--- src/rtl/sscr_pkg.sv ---
// Shared types, constants and codes for the serial sensor command responder.
// Used by every module of the block and by the channel interfaces' users.
// No dependencies.
package sscr_pkg;

  // Command line buffer.
  localparam int COMMAND_DEPTH = 10;
  localparam int CNT_W = $clog2(COMMAND_DEPTH + 1);
  localparam int IDX_W = $clog2(COMMAND_DEPTH);

  // Job queue between the front and back parts.
  localparam int Q_DEPTH = 2;
  localparam int QPTR_W = (Q_DEPTH > 1) ? $clog2(Q_DEPTH) : 1;
  localparam int QCNT_W = $clog2(Q_DEPTH + 1);

  // Operation codes of an input transaction.
  localparam logic [1:0] OP_BYTE = 2'd0;
  localparam logic [1:0] OP_READ = 2'd1;
  localparam logic [1:0] OP_TICK = 2'd2;

  // Characters.
  localparam logic [7:0] LINE_FEED  = 8'h0A;
  localparam logic [7:0] NO_DIGIT   = 8'h58;
  localparam logic [7:0] ASCII_ZERO = 8'h30;

  // Recognised command words, first character in the most significant byte.
  localparam logic [31:0] WORD_TEMP = "TEMP";
  localparam logic [23:0] WORD_POT  = "POT";
  localparam logic [55:0] WORD_ON   = "CONT_ON";
  localparam logic [63:0] WORD_OFF  = {"CONT_", "OFF"};
  localparam logic [CNT_W-1:0] LEN_TEMP = CNT_W'(4);
  localparam logic [CNT_W-1:0] LEN_POT  = CNT_W'(3);
  localparam logic [CNT_W-1:0] LEN_ON   = CNT_W'(7);
  localparam logic [CNT_W-1:0] LEN_OFF  = CNT_W'(8);

  // Reading conversion: value = (sample * 806 + bias) / divisor, one lane per sensor.
  // The division is a multiply by floor(2^32 / divisor) followed by one correction step.
  localparam int LANES     = 2;
  localparam int LANE_TEMP = 0;
  localparam int LANE_POT  = 1;
  localparam logic [9:0]  SCALE = 10'd806;
  localparam logic [12:0] BIAS    [LANES] = '{13'd0, 13'd5000};
  localparam logic [13:0] DIVISOR [LANES] = '{14'd1000, 14'd10000};
  localparam logic [22:0] RECIP   [LANES] = '{23'd4294967, 23'd429496};
  localparam int RECIP_SHIFT = 32;
  localparam logic [9:0] SAT_MAX = 10'd999;

  // Decimal digit split: v / 100 = (v * 41) >> 12 for v < 1000,
  // r / 10 = (r * 103) >> 10 for r < 100.
  localparam logic [5:0] HUND_RECIP = 6'd41;
  localparam int HUND_SHIFT = 12;
  localparam logic [6:0] HUND_BASE = 7'd100;
  localparam logic [6:0] TENS_RECIP = 7'd103;
  localparam int TENS_SHIFT = 10;
  localparam logic [3:0] TENS_BASE = 4'd10;

  typedef logic [0:2][7:0] digits_t;

  typedef enum logic [1:0] {
    JOB_TEMP,
    JOB_POT,
    JOB_TICK
  } job_kind_t;

  typedef struct packed {
    job_kind_t kind;
    digits_t   temp;
    digits_t   volt;
  } job_t;

  typedef struct packed {
    logic full;
    logic empty;
  } q_stat_t;

  typedef struct packed {
    logic                          done;
    logic [0:LANES-1][0:2][3:0]    bcd;
  } conv_res_t;

  typedef enum logic [2:0] {
    CV_IDLE,
    CV_QUOT,
    CV_FIX,
    CV_HUND,
    CV_REM,
    CV_TENS,
    CV_ONES
  } conv_state_t;

  typedef enum logic {
    BK_IDLE,
    BK_SEND
  } back_state_t;

endpackage

--- src/rtl/sscr_in_if.sv ---
// Input channel of the serial sensor command responder: valid, ready and one item.
// No dependencies.
interface sscr_in_if;
  logic        valid;
  logic        ready;
  logic [1:0]  operation;
  logic [7:0]  rx_byte;
  logic        frame_error;
  logic        overrun_error;
  logic [11:0] temp_sample;
  logic [11:0] pot_sample;

  modport source (
    output valid, operation, rx_byte, frame_error, overrun_error, temp_sample, pot_sample,
    input  ready
  );
  modport sink (
    input  valid, operation, rx_byte, frame_error, overrun_error, temp_sample, pot_sample,
    output ready
  );
endinterface

--- src/rtl/sscr_out_if.sv ---
// Output channel of the serial sensor command responder: valid, ready and one reply byte.
// No dependencies.
interface sscr_out_if;
  logic       valid;
  logic       ready;
  logic [7:0] tx_byte;
  logic       last;

  modport source (output valid, tx_byte, last, input ready);
  modport sink (input valid, tx_byte, last, output ready);
endinterface

--- src/rtl/sscr_conv.sv ---
// Sensor reading converter: scales both readings and splits them into decimal digits.
// Multi-cycle sequencer, one multiplication per lane per step. Depends on sscr_pkg.
module sscr_conv (
  input  logic                clk,
  input  logic                rst,
  input  logic                start,
  input  logic [11:0]         temp_sample,
  input  logic [11:0]         pot_sample,
  output logic                busy,
  output sscr_pkg::conv_res_t res
);

  sscr_pkg::conv_state_t state, state_next;

  logic [11:0] sample     [sscr_pkg::LANES];
  logic [21:0] acc        [sscr_pkg::LANES];
  logic [11:0] quo        [sscr_pkg::LANES];
  logic [9:0]  val        [sscr_pkg::LANES];
  logic [3:0]  hund       [sscr_pkg::LANES];
  logic [6:0]  rem        [sscr_pkg::LANES];
  logic [3:0]  tens       [sscr_pkg::LANES];
  logic [3:0]  ones       [sscr_pkg::LANES];
  logic [21:0] scale_prod [sscr_pkg::LANES];
  logic [44:0] quot_prod  [sscr_pkg::LANES];
  logic [21:0] fix_prod   [sscr_pkg::LANES];
  logic [21:0] resid      [sscr_pkg::LANES];
  logic [11:0] quo_fixed  [sscr_pkg::LANES];
  logic [15:0] hund_prod  [sscr_pkg::LANES];
  logic [9:0]  rem_prod   [sscr_pkg::LANES];
  logic [13:0] tens_prod  [sscr_pkg::LANES];
  logic [6:0]  ones_prod  [sscr_pkg::LANES];

  // Step sequence register.
  always_ff @(posedge clk) begin
    if (rst) begin
      state <= sscr_pkg::CV_IDLE;
    end else begin
      state <= state_next;
    end
  end

  // Each accepted reading walks through every step once.
  always_comb begin
    state_next = state;
    unique case (state)
      sscr_pkg::CV_IDLE: if (start) state_next = sscr_pkg::CV_QUOT;
      sscr_pkg::CV_QUOT: state_next = sscr_pkg::CV_FIX;
      sscr_pkg::CV_FIX:  state_next = sscr_pkg::CV_HUND;
      sscr_pkg::CV_HUND: state_next = sscr_pkg::CV_REM;
      sscr_pkg::CV_REM:  state_next = sscr_pkg::CV_TENS;
      sscr_pkg::CV_TENS: state_next = sscr_pkg::CV_ONES;
      sscr_pkg::CV_ONES: state_next = sscr_pkg::CV_IDLE;
      default:           state_next = sscr_pkg::CV_IDLE;
    endcase
  end

  assign busy = (state != sscr_pkg::CV_IDLE);

  // Per-lane arithmetic; each step register takes one product.
  always_comb begin
    sample[sscr_pkg::LANE_TEMP] = temp_sample;
    sample[sscr_pkg::LANE_POT]  = pot_sample;
    for (int l = 0; l < sscr_pkg::LANES; l++) begin
      scale_prod[l] = 22'(sample[l]) * 22'(sscr_pkg::SCALE) + 22'(sscr_pkg::BIAS[l]);
      quot_prod[l]  = 45'(acc[l]) * 45'(sscr_pkg::RECIP[l]);
      fix_prod[l]   = 22'(quo[l]) * 22'(sscr_pkg::DIVISOR[l]);
      resid[l]      = acc[l] - fix_prod[l];
      quo_fixed[l]  = quo[l] + 12'(resid[l] >= 22'(sscr_pkg::DIVISOR[l]));
      hund_prod[l]  = 16'(val[l]) * 16'(sscr_pkg::HUND_RECIP);
      rem_prod[l]   = 10'(hund[l]) * 10'(sscr_pkg::HUND_BASE);
      tens_prod[l]  = 14'(rem[l]) * 14'(sscr_pkg::TENS_RECIP);
      ones_prod[l]  = 7'(tens[l]) * 7'(sscr_pkg::TENS_BASE);
      ones[l]       = 4'(rem[l] - ones_prod[l]);
    end
  end

  // Step registers. The reciprocal quotient may be one short; the fix step corrects it
  // and saturates the result to three digits.
  always_ff @(posedge clk) begin
    for (int l = 0; l < sscr_pkg::LANES; l++) begin
      case (state)
        sscr_pkg::CV_IDLE: if (start) begin
          acc[l] <= scale_prod[l];
        end
        sscr_pkg::CV_QUOT: quo[l] <= quot_prod[l][sscr_pkg::RECIP_SHIFT +: 12];
        sscr_pkg::CV_FIX: begin
          if (quo_fixed[l] > 12'(sscr_pkg::SAT_MAX)) begin
            val[l] <= sscr_pkg::SAT_MAX;
          end else begin
            val[l] <= quo_fixed[l][9:0];
          end
        end
        sscr_pkg::CV_HUND: hund[l] <= hund_prod[l][sscr_pkg::HUND_SHIFT +: 4];
        sscr_pkg::CV_REM:  rem[l] <= 7'(val[l] - rem_prod[l]);
        sscr_pkg::CV_TENS: tens[l] <= tens_prod[l][sscr_pkg::TENS_SHIFT +: 4];
        default: ;
      endcase
    end
  end

  // Digits are complete during the last step.
  always_comb begin
    res.done = (state == sscr_pkg::CV_ONES);
    for (int l = 0; l < sscr_pkg::LANES; l++) begin
      res.bcd[l][0] = hund[l];
      res.bcd[l][1] = tens[l];
      res.bcd[l][2] = ones[l];
    end
  end

endmodule

--- src/rtl/sscr_front.sv ---
// Front part: accepts input transactions, gathers command lines, keeps the mode and the
// reading digits, and posts reply jobs. Depends on sscr_pkg, sscr_in_if and sscr_conv.
module sscr_front (
  input  logic              clk,
  input  logic              rst,
  sscr_in_if.sink           item,
  output logic              push,
  output sscr_pkg::job_t    push_job,
  input  sscr_pkg::q_stat_t q_stat
);

  logic [7:0]                  command_chars [sscr_pkg::COMMAND_DEPTH];
  logic [sscr_pkg::CNT_W-1:0]  char_count, char_count_next;
  logic                        continuous_mode, continuous_mode_next;
  sscr_pkg::digits_t           temperature_digits, voltage_digits;
  logic [0:7][7:0]             line_word;
  logic                        accept, byte_ok, is_lf, buf_space;
  logic                        hit_temp, hit_pot, hit_on, hit_off;
  logic                        conv_busy, conv_start;
  sscr_pkg::conv_res_t         conv_res;

  // A reading holds off further transactions until its digits are stored.
  assign item.ready = !conv_busy && !q_stat.full;
  assign accept     = item.valid && item.ready;
  assign byte_ok    = accept && (item.operation == sscr_pkg::OP_BYTE) &&
                      !item.frame_error && !item.overrun_error;
  assign is_lf      = (item.rx_byte == sscr_pkg::LINE_FEED);
  assign buf_space  = (char_count < sscr_pkg::CNT_W'(sscr_pkg::COMMAND_DEPTH));
  assign conv_start = accept && (item.operation == sscr_pkg::OP_READ);

  sscr_conv u_conv (
    .clk         (clk),
    .rst         (rst),
    .start       (conv_start),
    .temp_sample (item.temp_sample),
    .pot_sample  (item.pot_sample),
    .busy        (conv_busy),
    .res         (conv_res)
  );

  // Command line store; characters past the end of the buffer are dropped.
  always_ff @(posedge clk) begin
    if (byte_ok && !is_lf && buf_space) begin
      command_chars[char_count[sscr_pkg::IDX_W-1:0]] <= item.rx_byte;
    end
  end

  // Compare the stored line against the command words.
  always_comb begin
    for (int i = 0; i < 8; i++) begin
      line_word[i] = command_chars[i];
    end
    hit_temp = (char_count == sscr_pkg::LEN_TEMP) && (line_word[0:3] == sscr_pkg::WORD_TEMP);
    hit_pot  = (char_count == sscr_pkg::LEN_POT)  && (line_word[0:2] == sscr_pkg::WORD_POT);
    hit_on   = (char_count == sscr_pkg::LEN_ON)   && (line_word[0:6] == sscr_pkg::WORD_ON);
    hit_off  = (char_count == sscr_pkg::LEN_OFF)  && (line_word[0:7] == sscr_pkg::WORD_OFF);
  end

  // Line count and mode.
  always_comb begin
    char_count_next      = char_count;
    continuous_mode_next = continuous_mode;
    if (byte_ok) begin
      if (!is_lf) begin
        if (buf_space) char_count_next = char_count + sscr_pkg::CNT_W'(1);
      end else begin
        char_count_next = '0;
        if (hit_on) continuous_mode_next = 1'b1;
        if (hit_off) continuous_mode_next = 1'b0;
      end
    end
  end

  always_ff @(posedge clk) begin
    if (rst) begin
      char_count      <= '0;
      continuous_mode <= 1'b0;
    end else begin
      char_count      <= char_count_next;
      continuous_mode <= continuous_mode_next;
    end
  end

  // Reading digits, shown as 'X' until the first conversion completes.
  always_ff @(posedge clk) begin
    if (rst) begin
      temperature_digits <= {3{sscr_pkg::NO_DIGIT}};
      voltage_digits     <= {3{sscr_pkg::NO_DIGIT}};
    end else if (conv_res.done) begin
      for (int i = 0; i < 3; i++) begin
        temperature_digits[i] <= sscr_pkg::ASCII_ZERO +
                                 8'(conv_res.bcd[sscr_pkg::LANE_TEMP][i]);
        voltage_digits[i]     <= sscr_pkg::ASCII_ZERO +
                                 8'(conv_res.bcd[sscr_pkg::LANE_POT][i]);
      end
    end
  end

  // Reply jobs carry a copy of the digits as they stand now.
  always_comb begin
    push = (byte_ok && is_lf && (hit_temp || hit_pot)) ||
           (accept && (item.operation == sscr_pkg::OP_TICK) && continuous_mode);
    if (item.operation == sscr_pkg::OP_TICK) begin
      push_job.kind = sscr_pkg::JOB_TICK;
    end else if (hit_temp) begin
      push_job.kind = sscr_pkg::JOB_TEMP;
    end else begin
      push_job.kind = sscr_pkg::JOB_POT;
    end
    push_job.temp = temperature_digits;
    push_job.volt = voltage_digits;
  end

endmodule

--- src/rtl/sscr_queue.sv ---
// Short job queue between the front and back parts.
// Depends on sscr_pkg.
module sscr_queue (
  input  logic              clk,
  input  logic              rst,
  input  logic              push,
  input  sscr_pkg::job_t    push_job,
  input  logic              pop,
  output sscr_pkg::job_t    head,
  output sscr_pkg::q_stat_t stat
);

  sscr_pkg::job_t                slots [sscr_pkg::Q_DEPTH];
  logic [sscr_pkg::QPTR_W-1:0]   wr_ptr, rd_ptr;
  logic [sscr_pkg::QCNT_W-1:0]   count;

  function automatic logic [sscr_pkg::QPTR_W-1:0] ptr_inc(
    input logic [sscr_pkg::QPTR_W-1:0] p
  );
    if (p == sscr_pkg::QPTR_W'(sscr_pkg::Q_DEPTH - 1)) begin
      return '0;
    end
    return p + sscr_pkg::QPTR_W'(1);
  endfunction

  // Slot storage.
  always_ff @(posedge clk) begin
    if (push) begin
      slots[wr_ptr] <= push_job;
    end
  end

  // Pointers and fill count.
  always_ff @(posedge clk) begin
    if (rst) begin
      wr_ptr <= '0;
      rd_ptr <= '0;
      count  <= '0;
    end else begin
      if (push) wr_ptr <= ptr_inc(wr_ptr);
      if (pop) rd_ptr <= ptr_inc(rd_ptr);
      if (push && !pop) begin
        count <= count + sscr_pkg::QCNT_W'(1);
      end else if (pop && !push) begin
        count <= count - sscr_pkg::QCNT_W'(1);
      end
    end
  end

  assign head       = slots[rd_ptr];
  assign stat.full  = (count == sscr_pkg::QCNT_W'(sscr_pkg::Q_DEPTH));
  assign stat.empty = (count == '0);

endmodule

--- src/rtl/sscr_back.sv ---
// Back part: takes one job at a time from the queue and sends its reply bytes through
// a registered output stage. Depends on sscr_pkg and sscr_out_if.
module sscr_back (
  input  logic              clk,
  input  logic              rst,
  input  sscr_pkg::job_t    head,
  input  sscr_pkg::q_stat_t q_stat,
  output logic              pop,
  sscr_out_if.source        reply
);

  // Positions in the full report "T=DD.DC\nPT=D.DDV\n"; shorter replies are slices of it.
  localparam logic [4:0] POS_TICK_FIRST = 5'd0;
  localparam logic [4:0] POS_TEMP_FIRST = 5'd2;
  localparam logic [4:0] POS_TEMP_LAST  = 5'd7;
  localparam logic [4:0] POS_POT_FIRST  = 5'd11;
  localparam logic [4:0] POS_POT_LAST   = 5'd16;

  sscr_pkg::back_state_t state, state_next;
  sscr_pkg::job_t        job;
  logic [4:0]            pos, end_pos;
  logic                  slot_free, send;

  function automatic logic [7:0] byte_at(input logic [4:0] p, input sscr_pkg::job_t j);
    logic [7:0] b;
    case (p)
      5'd0:    b = "T";
      5'd1:    b = "=";
      5'd2:    b = j.temp[0];
      5'd3:    b = j.temp[1];
      5'd4:    b = ".";
      5'd5:    b = j.temp[2];
      5'd6:    b = "C";
      5'd7:    b = sscr_pkg::LINE_FEED;
      5'd8:    b = "P";
      5'd9:    b = "T";
      5'd10:   b = "=";
      5'd11:   b = j.volt[0];
      5'd12:   b = ".";
      5'd13:   b = j.volt[1];
      5'd14:   b = j.volt[2];
      5'd15:   b = "V";
      default: b = sscr_pkg::LINE_FEED;
    endcase
    return b;
  endfunction

  assign slot_free = !reply.valid || reply.ready;
  assign send      = (state == sscr_pkg::BK_SEND) && slot_free;

  // Job fetch and end of run.
  always_comb begin
    state_next = state;
    pop        = 1'b0;
    unique case (state)
      sscr_pkg::BK_IDLE: begin
        if (!q_stat.empty) begin
          pop        = 1'b1;
          state_next = sscr_pkg::BK_SEND;
        end
      end
      sscr_pkg::BK_SEND: begin
        if (slot_free && (pos == end_pos)) state_next = sscr_pkg::BK_IDLE;
      end
      default: state_next = sscr_pkg::BK_IDLE;
    endcase
  end

  always_ff @(posedge clk) begin
    if (rst) begin
      state <= sscr_pkg::BK_IDLE;
    end else begin
      state <= state_next;
    end
  end

  // Job registers and byte position.
  always_ff @(posedge clk) begin
    if (pop) begin
      job <= head;
      unique case (head.kind)
        sscr_pkg::JOB_TEMP: begin
          pos     <= POS_TEMP_FIRST;
          end_pos <= POS_TEMP_LAST;
        end
        sscr_pkg::JOB_POT: begin
          pos     <= POS_POT_FIRST;
          end_pos <= POS_POT_LAST;
        end
        default: begin
          pos     <= POS_TICK_FIRST;
          end_pos <= POS_POT_LAST;
        end
      endcase
    end else if (send) begin
      pos <= pos + 5'd1;
    end
  end

  // Output register; a byte waits here while the receiver stalls.
  always_ff @(posedge clk) begin
    if (rst) begin
      reply.valid <= 1'b0;
    end else if (send) begin
      reply.valid <= 1'b1;
    end else if (reply.ready) begin
      reply.valid <= 1'b0;
    end
  end

  always_ff @(posedge clk) begin
    if (send) begin
      reply.tx_byte <= byte_at(pos, job);
      reply.last    <= (pos == end_pos);
    end
  end

endmodule

--- src/rtl/serial_sensor_command_responder_top.sv ---
// Serial sensor command responder, top level.
// Depends on sscr_pkg, sscr_in_if, sscr_out_if, sscr_front, sscr_queue and sscr_back.
//
// Usage:
//   item  : input transactions (valid/ready). operation selects a received serial
//           byte, a new pair of sensor readings or a report tick.
//   reply : output transactions (valid/ready), one ASCII byte each; last marks the
//           final byte of a reply.
// Timing:
//   A reading pair is converted by a six-step sequencer (one multiplication per
//   step), so ready drops while it runs after a reading is accepted; the new digits
//   apply to later replies. Replies are queued as jobs (two deep) and sent one byte
//   per cycle while the receiver keeps ready high: six bytes for a single reading,
//   seventeen for a report tick, with an idle state between jobs to fetch the next
//   one. After the line feed, a reply passes the queue slot, the job register and
//   the output register. When the receiver stalls, the byte is held in the output
//   register; once the job queue fills, ready drops until the receiver drains it.
// Reset (synchronous, active high) empties the queue and output, clears the line
// buffer and continuous mode, and sets all reading digits to 'X'.
module serial_sensor_command_responder_top (
  input  logic        clk,
  input  logic        rst,
  sscr_in_if.sink     item,
  sscr_out_if.source  reply
);

  logic              push, pop;
  sscr_pkg::job_t    push_job, head;
  sscr_pkg::q_stat_t q_stat;

  sscr_front u_front (
    .clk      (clk),
    .rst      (rst),
    .item     (item),
    .push     (push),
    .push_job (push_job),
    .q_stat   (q_stat)
  );

  sscr_queue u_queue (
    .clk      (clk),
    .rst      (rst),
    .push     (push),
    .push_job (push_job),
    .pop      (pop),
    .head     (head),
    .stat     (q_stat)
  );

  sscr_back u_back (
    .clk    (clk),
    .rst    (rst),
    .head   (head),
    .q_stat (q_stat),
    .pop    (pop),
    .reply  (reply)
  );

  // The front never posts a job into a full queue.
  a_no_push_full: assert property (@(posedge clk) disable iff (rst)
    push |-> !q_stat.full)
    else $error("job posted into a full queue");

  // The back never fetches from an empty queue.
  a_no_pop_empty: assert property (@(posedge clk) disable iff (rst)
    pop |-> !q_stat.empty)
    else $error("job fetched from an empty queue");

  // A reading holds off the next transaction while it is converted.
  a_read_stalls: assert property (@(posedge clk) disable iff (rst)
    (item.valid && item.ready && (item.operation == sscr_pkg::OP_READ)) |=> !item.ready)
    else $error("transaction accepted during a conversion");

  // Every reply ends in a line feed.
  a_last_is_lf: assert property (@(posedge clk) disable iff (rst)
    (reply.valid && reply.last) |-> (reply.tx_byte == sscr_pkg::LINE_FEED))
    else $error("reply does not end in a line feed");

endmodule

--- src/flat_wrapper.sv ---
// flat-port wrapper written by rule: the top's interface ports become plain ports
module serial_sensor_command_responder_top_flat 
  (clk, rst, item_valid, item_operation, item_rx_byte, item_frame_error, item_overrun_error, item_temp_sample, item_pot_sample, item_ready, reply_valid, reply_tx_byte, reply_last, reply_ready);
  sscr_in_if item_i ();
  sscr_out_if reply_i ();
  input  logic clk;
  input  logic rst;
  input wire logic [$bits(item_i.valid)-1:0] item_valid;
  input wire logic [$bits(item_i.operation)-1:0] item_operation;
  input wire logic [$bits(item_i.rx_byte)-1:0] item_rx_byte;
  input wire logic [$bits(item_i.frame_error)-1:0] item_frame_error;
  input wire logic [$bits(item_i.overrun_error)-1:0] item_overrun_error;
  input wire logic [$bits(item_i.temp_sample)-1:0] item_temp_sample;
  input wire logic [$bits(item_i.pot_sample)-1:0] item_pot_sample;
  output wire logic [$bits(item_i.ready)-1:0] item_ready;
  output wire logic [$bits(reply_i.valid)-1:0] reply_valid;
  output wire logic [$bits(reply_i.tx_byte)-1:0] reply_tx_byte;
  output wire logic [$bits(reply_i.last)-1:0] reply_last;
  input wire logic [$bits(reply_i.ready)-1:0] reply_ready;
  assign item_i.valid = item_valid;
  assign item_i.operation = item_operation;
  assign item_i.rx_byte = item_rx_byte;
  assign item_i.frame_error = item_frame_error;
  assign item_i.overrun_error = item_overrun_error;
  assign item_i.temp_sample = item_temp_sample;
  assign item_i.pot_sample = item_pot_sample;
  assign item_ready = item_i.ready;
  assign reply_valid = reply_i.valid;
  assign reply_tx_byte = reply_i.tx_byte;
  assign reply_last = reply_i.last;
  assign reply_i.ready = reply_ready;
  serial_sensor_command_responder_top u_core (.clk(clk), .rst(rst), .item(item_i), .reply(reply_i));
endmodule
--- config.mk ---
export PLATFORM = sky130hd
export DESIGN_NAME = serial_sensor_command_responder_top_flat
export DESIGN_NICKNAME = d
export VERILOG_FILES = /design/src/rtl/sscr_pkg.sv /design/src/rtl/sscr_in_if.sv /design/src/rtl/sscr_out_if.sv /design/src/rtl/sscr_conv.sv /design/src/rtl/sscr_front.sv /design/src/rtl/sscr_queue.sv /design/src/rtl/sscr_back.sv /design/src/rtl/serial_sensor_command_responder_top.sv /design/src/flat_wrapper.sv
export SDC_FILE = /design/constraint.sdc
export NUM_CORES = 2
export LEC_CHECK = 0
export BUFFER_PORTS_ARGS = -buffer_cell sky130_fd_sc_hd__buf_2
export CORE_ASPECT_RATIO = 1.4
export CORE_MARGIN = 2
export CORE_UTILIZATION = 55
export CTS_CLUSTER_DIAMETER = 30
export DETAILED_ROUTE_END_ITERATION = 7
export PLACE_DENSITY_LB_ADDON = 0.2
export SYNTH_ARGS = -nofsm -noshare
export SYNTH_HDL_FRONTEND = slang
export SYNTH_SLANG_ARGS = --single-unit
--- constraint.sdc ---
create_clock -name clk -period 23 [get_ports clk]
set_clock_uncertainty 0.05 [all_clocks]
set_input_delay 4.6 -clock clk [delete_from_list [all_inputs] [get_ports clk]]
set_output_delay 4.6 -clock clk [all_outputs]
set_load 0.005 [all_outputs]
==> out/summary.txt <==
Status = complete, no violations
Share of layout cells above drive strength 1 = 6.456%
Post-synthesis sequential area ratio = 24.58%
Compound-cell area share of the yosys netlist = 7.722%
CP endpoint kind = register
Number of synthesized register bits = 315
Critical path origin = item_pot_sample[4]
Synth Instances = 3422
Diode count = 0
Vias per inst = 5.335
CTS resizes = 0
Commonest cells after routing, fill and taps aside = 820 x inv_1, 773 x ha_1, 390 x fa_1, 274 x edfxtp_1, 130 x nand2_1
Total wire length = 71180 um
Setup tns final = 0 ns
Final net count = 4727
Die width = 222.7 um
CP max stage delay = 0.57 ns
Post-CTS setup buffers = 0
PortBufs = 49
Routed vias = 23649
Setup CP Type = in -> reg
Die span in y = 310.1 um
Slew margin rel. = 46.43%
Critical Path Start Type = primary input
CTS clk-pin slew, worst paths = 0.05 ns
Slowest-stage cell, CP = fa_1
H-tree depth = 3
Layout area overhead = 9.772%
Inst Count DP = 4311
Post-DP HPWL = 59680 um
Post-synthesis mux area share = 1.047%
IO Pins = 51
Worst EP required = 23.28 ns
Fillers = 5567
Adder-Cell Fraction of Synth Area = 47.48%
Initial Utilization = 55.42%
Die area = 0.06904 mm^2
Site Rows = 112
Post-synth EDFFs = 274
Finished Layout Cells = 4433
Clk Latency, worst-skew pair = 0.59 ns
Final min period = 8.420 ns
Clk buf depth = 3
R2R cell count = 34
Final setup violation count = 0
Pin count of the biggest net entering global routing = 44
CP delay by family, top = adder cells
Core area = 0.06642 mm^2
Critical R2R Launch = u_core.u_front.u_conv.quo[0][6]
Arrival time worst endpoint = 8.70 ns
Post-DRT Antenna Nets = 0
Xor/xnor share of the synthesized area = 3.997%
GRT Util Overall = 21.66%
Buffers & Inverters on Critical Path = 3
DR WL/cell = 16.06 um
Clock Root Buffer = clkbuf_16
Clock Sinks = 315
CTS tree = built
Hold Violations, Final = 0
FF-to-FF setup slack = 14.60 ns
Aggregate global routing overflow = 0
Hold Path Class = reg -> reg
Tcrit/Tclk final = 36.61%
Largest family of logic cells by synthesized area = adder cells
CTS Hold Bufs = 0
Hold slack = 0.3963 ns
Gpl congestion = 0.8561
DRC = 0
Reg-to-Reg End = u_core.u_front.u_conv.val[0][4]
Cell seen most often among critical-path stages = fa_1
Fin. max-slew vios = 0
Vias in the first global route = 25356
Crit-path cells = buf_2 > ha_1 > inv_1 > fa_1 > inv_1 > fa_1 > fa_1 > ha_1 > a21o_1 > a21o_1 > nor3_1 > a21oi_1 > a22oi_1 > a21oi_1 > a2111o_1 > nand3_1 > xor2_1
DR iter-0 viols = 781
Max_cap viols = 0
Fmax = 0.1188 GHz
Slew at the pin closest to its max-slew limit = 0.8036 ns
Post-Syn Area = 0.03681 mm^2
Synth Area in Simple Gates = 6.523%
Drt first pass iters = 7
Num CTS Buffers = 66
Syn_area_per_cell = 10.76 um^2
Initial antenna violation count = 0
Yosys cell types = 74
RSZ-0062 raised after global routing = false
Synth Net Count = 4625
Most common cell after layout, fill and taps aside = inv_1
Primary FF master, synth = edfxtp_1
Levels on crit path = 17
FFs w/ async S/R, synth = 0%
Synth Warn # = 0
First-pass GRT wire length = 120200 um
Worst Setup EP = u_core.u_front.u_conv.acc[0][43]
Crit path max fanout = 7
[per-stage QoR]
| stage | worst slack [ns] | area, um^2 | utilization, % |
|---|---|---|---|
| finish | 14.58 | 40410 | 60.83 |
| global route | 13.90 | 40410 | 60.83 |
| CTS | 14.50 | 40410 | 60.83 |
| detailed placement | 13.97 | 38120 | 57.40 |
| global placement | 14.01 | 38120 | 57.40 |
| floorplan | 14.43 | 36810 | - |
[sequential cells by signal (all words and copies together) (netlist names), 3 cells and up, named ones only]
| signal | count |
|---|---|
| u_core.u_front.char_count | 4 |
| u_core.u_queue.slots | 56 |
| u_core.u_front.u_conv.val | 20 |
| u_core.u_back.reply.tx_byte | 7 |
| u_core.u_front.u_conv.hund | 8 |
| u_core.u_back.job | 26 |
| u_core.u_front.push_job | 26 |
| u_core.u_back.pos | 5 |
| u_core.u_front.u_conv.rem | 14 |
| u_core.u_front.u_conv.quo | 21 |
| u_core.u_front.command_chars | 64 |
| u_core.u_front.u_conv.state | 3 |
| u_core.u_front.u_conv.tens | 8 |
| u_core.u_front.u_conv.acc | 42 |
[cell families after synthesis]
family / count (synthesis)
flip-flops: 315
other: 1
adder cells (fa/ha/maj): 1163
buffers and inverters: 846
AND/OR/NAND/NOR: 471
multiplexers: 35
XOR/XNOR: 168
AO/OA/AOI/OAI: 423
[how the worst min path moves through the flow]
stage,start,to,cells past startpoint
2_1_floorplan,u_core.u_front.push_job[0],u_core.u_queue.slots[0][0],0
3_3_place_gp,u_core.u_front.push_job[2],u_core.u_queue.slots[0][2],0
3_5_place_dp,u_core.u_front.push_job[1],u_core.u_queue.slots[1][1],0
4_1_cts,u_core.u_front.push_job[35],u_core.u_queue.slots[0][31],0
5_1_grt,u_core.u_front.push_job[1],u_core.u_queue.slots[0][1],0
6_report,u_core.u_front.push_job[40],u_core.u_queue.slots[1][35],0
[Yosys cell counts, drive strengths merged, types with 7 or more instances]
master,count,area (um^2)
inv,820,3078
xor2,63,551.8
o21a,21,157.7
and2,19,118.9
or3,12,75.07
and3,25,156.4
o21ai,67,335.3
nand2b,21,131.4
or2,10,62.56
a21boi,8,60.06
a21oi,129,649.4
nor2,88,330.3
o211ai,10,75.07
a31o,7,61.31
nand3b,9,67.56
ha,773,9672
nand3,32,160.2
fa,390,7807
a31oi,14,87.58
o21bai,12,90.09
a211o,8,70.07
o31a,10,87.58
a221oi,7,67.56
a211oi,26,195.2
xnor2,105,919.6
nor3,40,200.2
nand4b,8,70.07
edfxtp,274,8228
dfxtp,41,820.8
mux2i,7,70.07
nor2b,21,131.4
mux2,28,315.3
nand4,19,118.9
clkbuf,19,71.32
a21o,57,427.9
nand2,130,488.0
o31ai,8,60.06
nor4,14,87.58
[metal layers]
| metal | track usage, % | vias up | routed length [um] |
|---|---|---|---|
| met5 | 0 | - | 0 |
| li1 | - | 11656 | - |
| met1 | 24.37 | 11479 | 28260 |
| met4 | 7.835 | 0 | 2433 |
| met2 | 41.60 | 367 | 38410 |
| met3 | 2.937 | 147 | 2067 |
[area by class of cell]
type                            count  area, um^2  share of cell area [%]
Tap cell                          855        1070                   2.647
Timing Repair Buffer               59       320.3                  0.7927
Inverter                          821        3082                   7.626
Clock buffer                       74        1743                   4.313
Clock inverter                     48       541.8                   1.341
Sequential cell                   315        9049                   22.39
Multi-Input combinational cell   2261       24600                   60.89
Power is not shown: default switching activity piles up to over one toggle a cycle in this logic, so the estimate is an artifact.
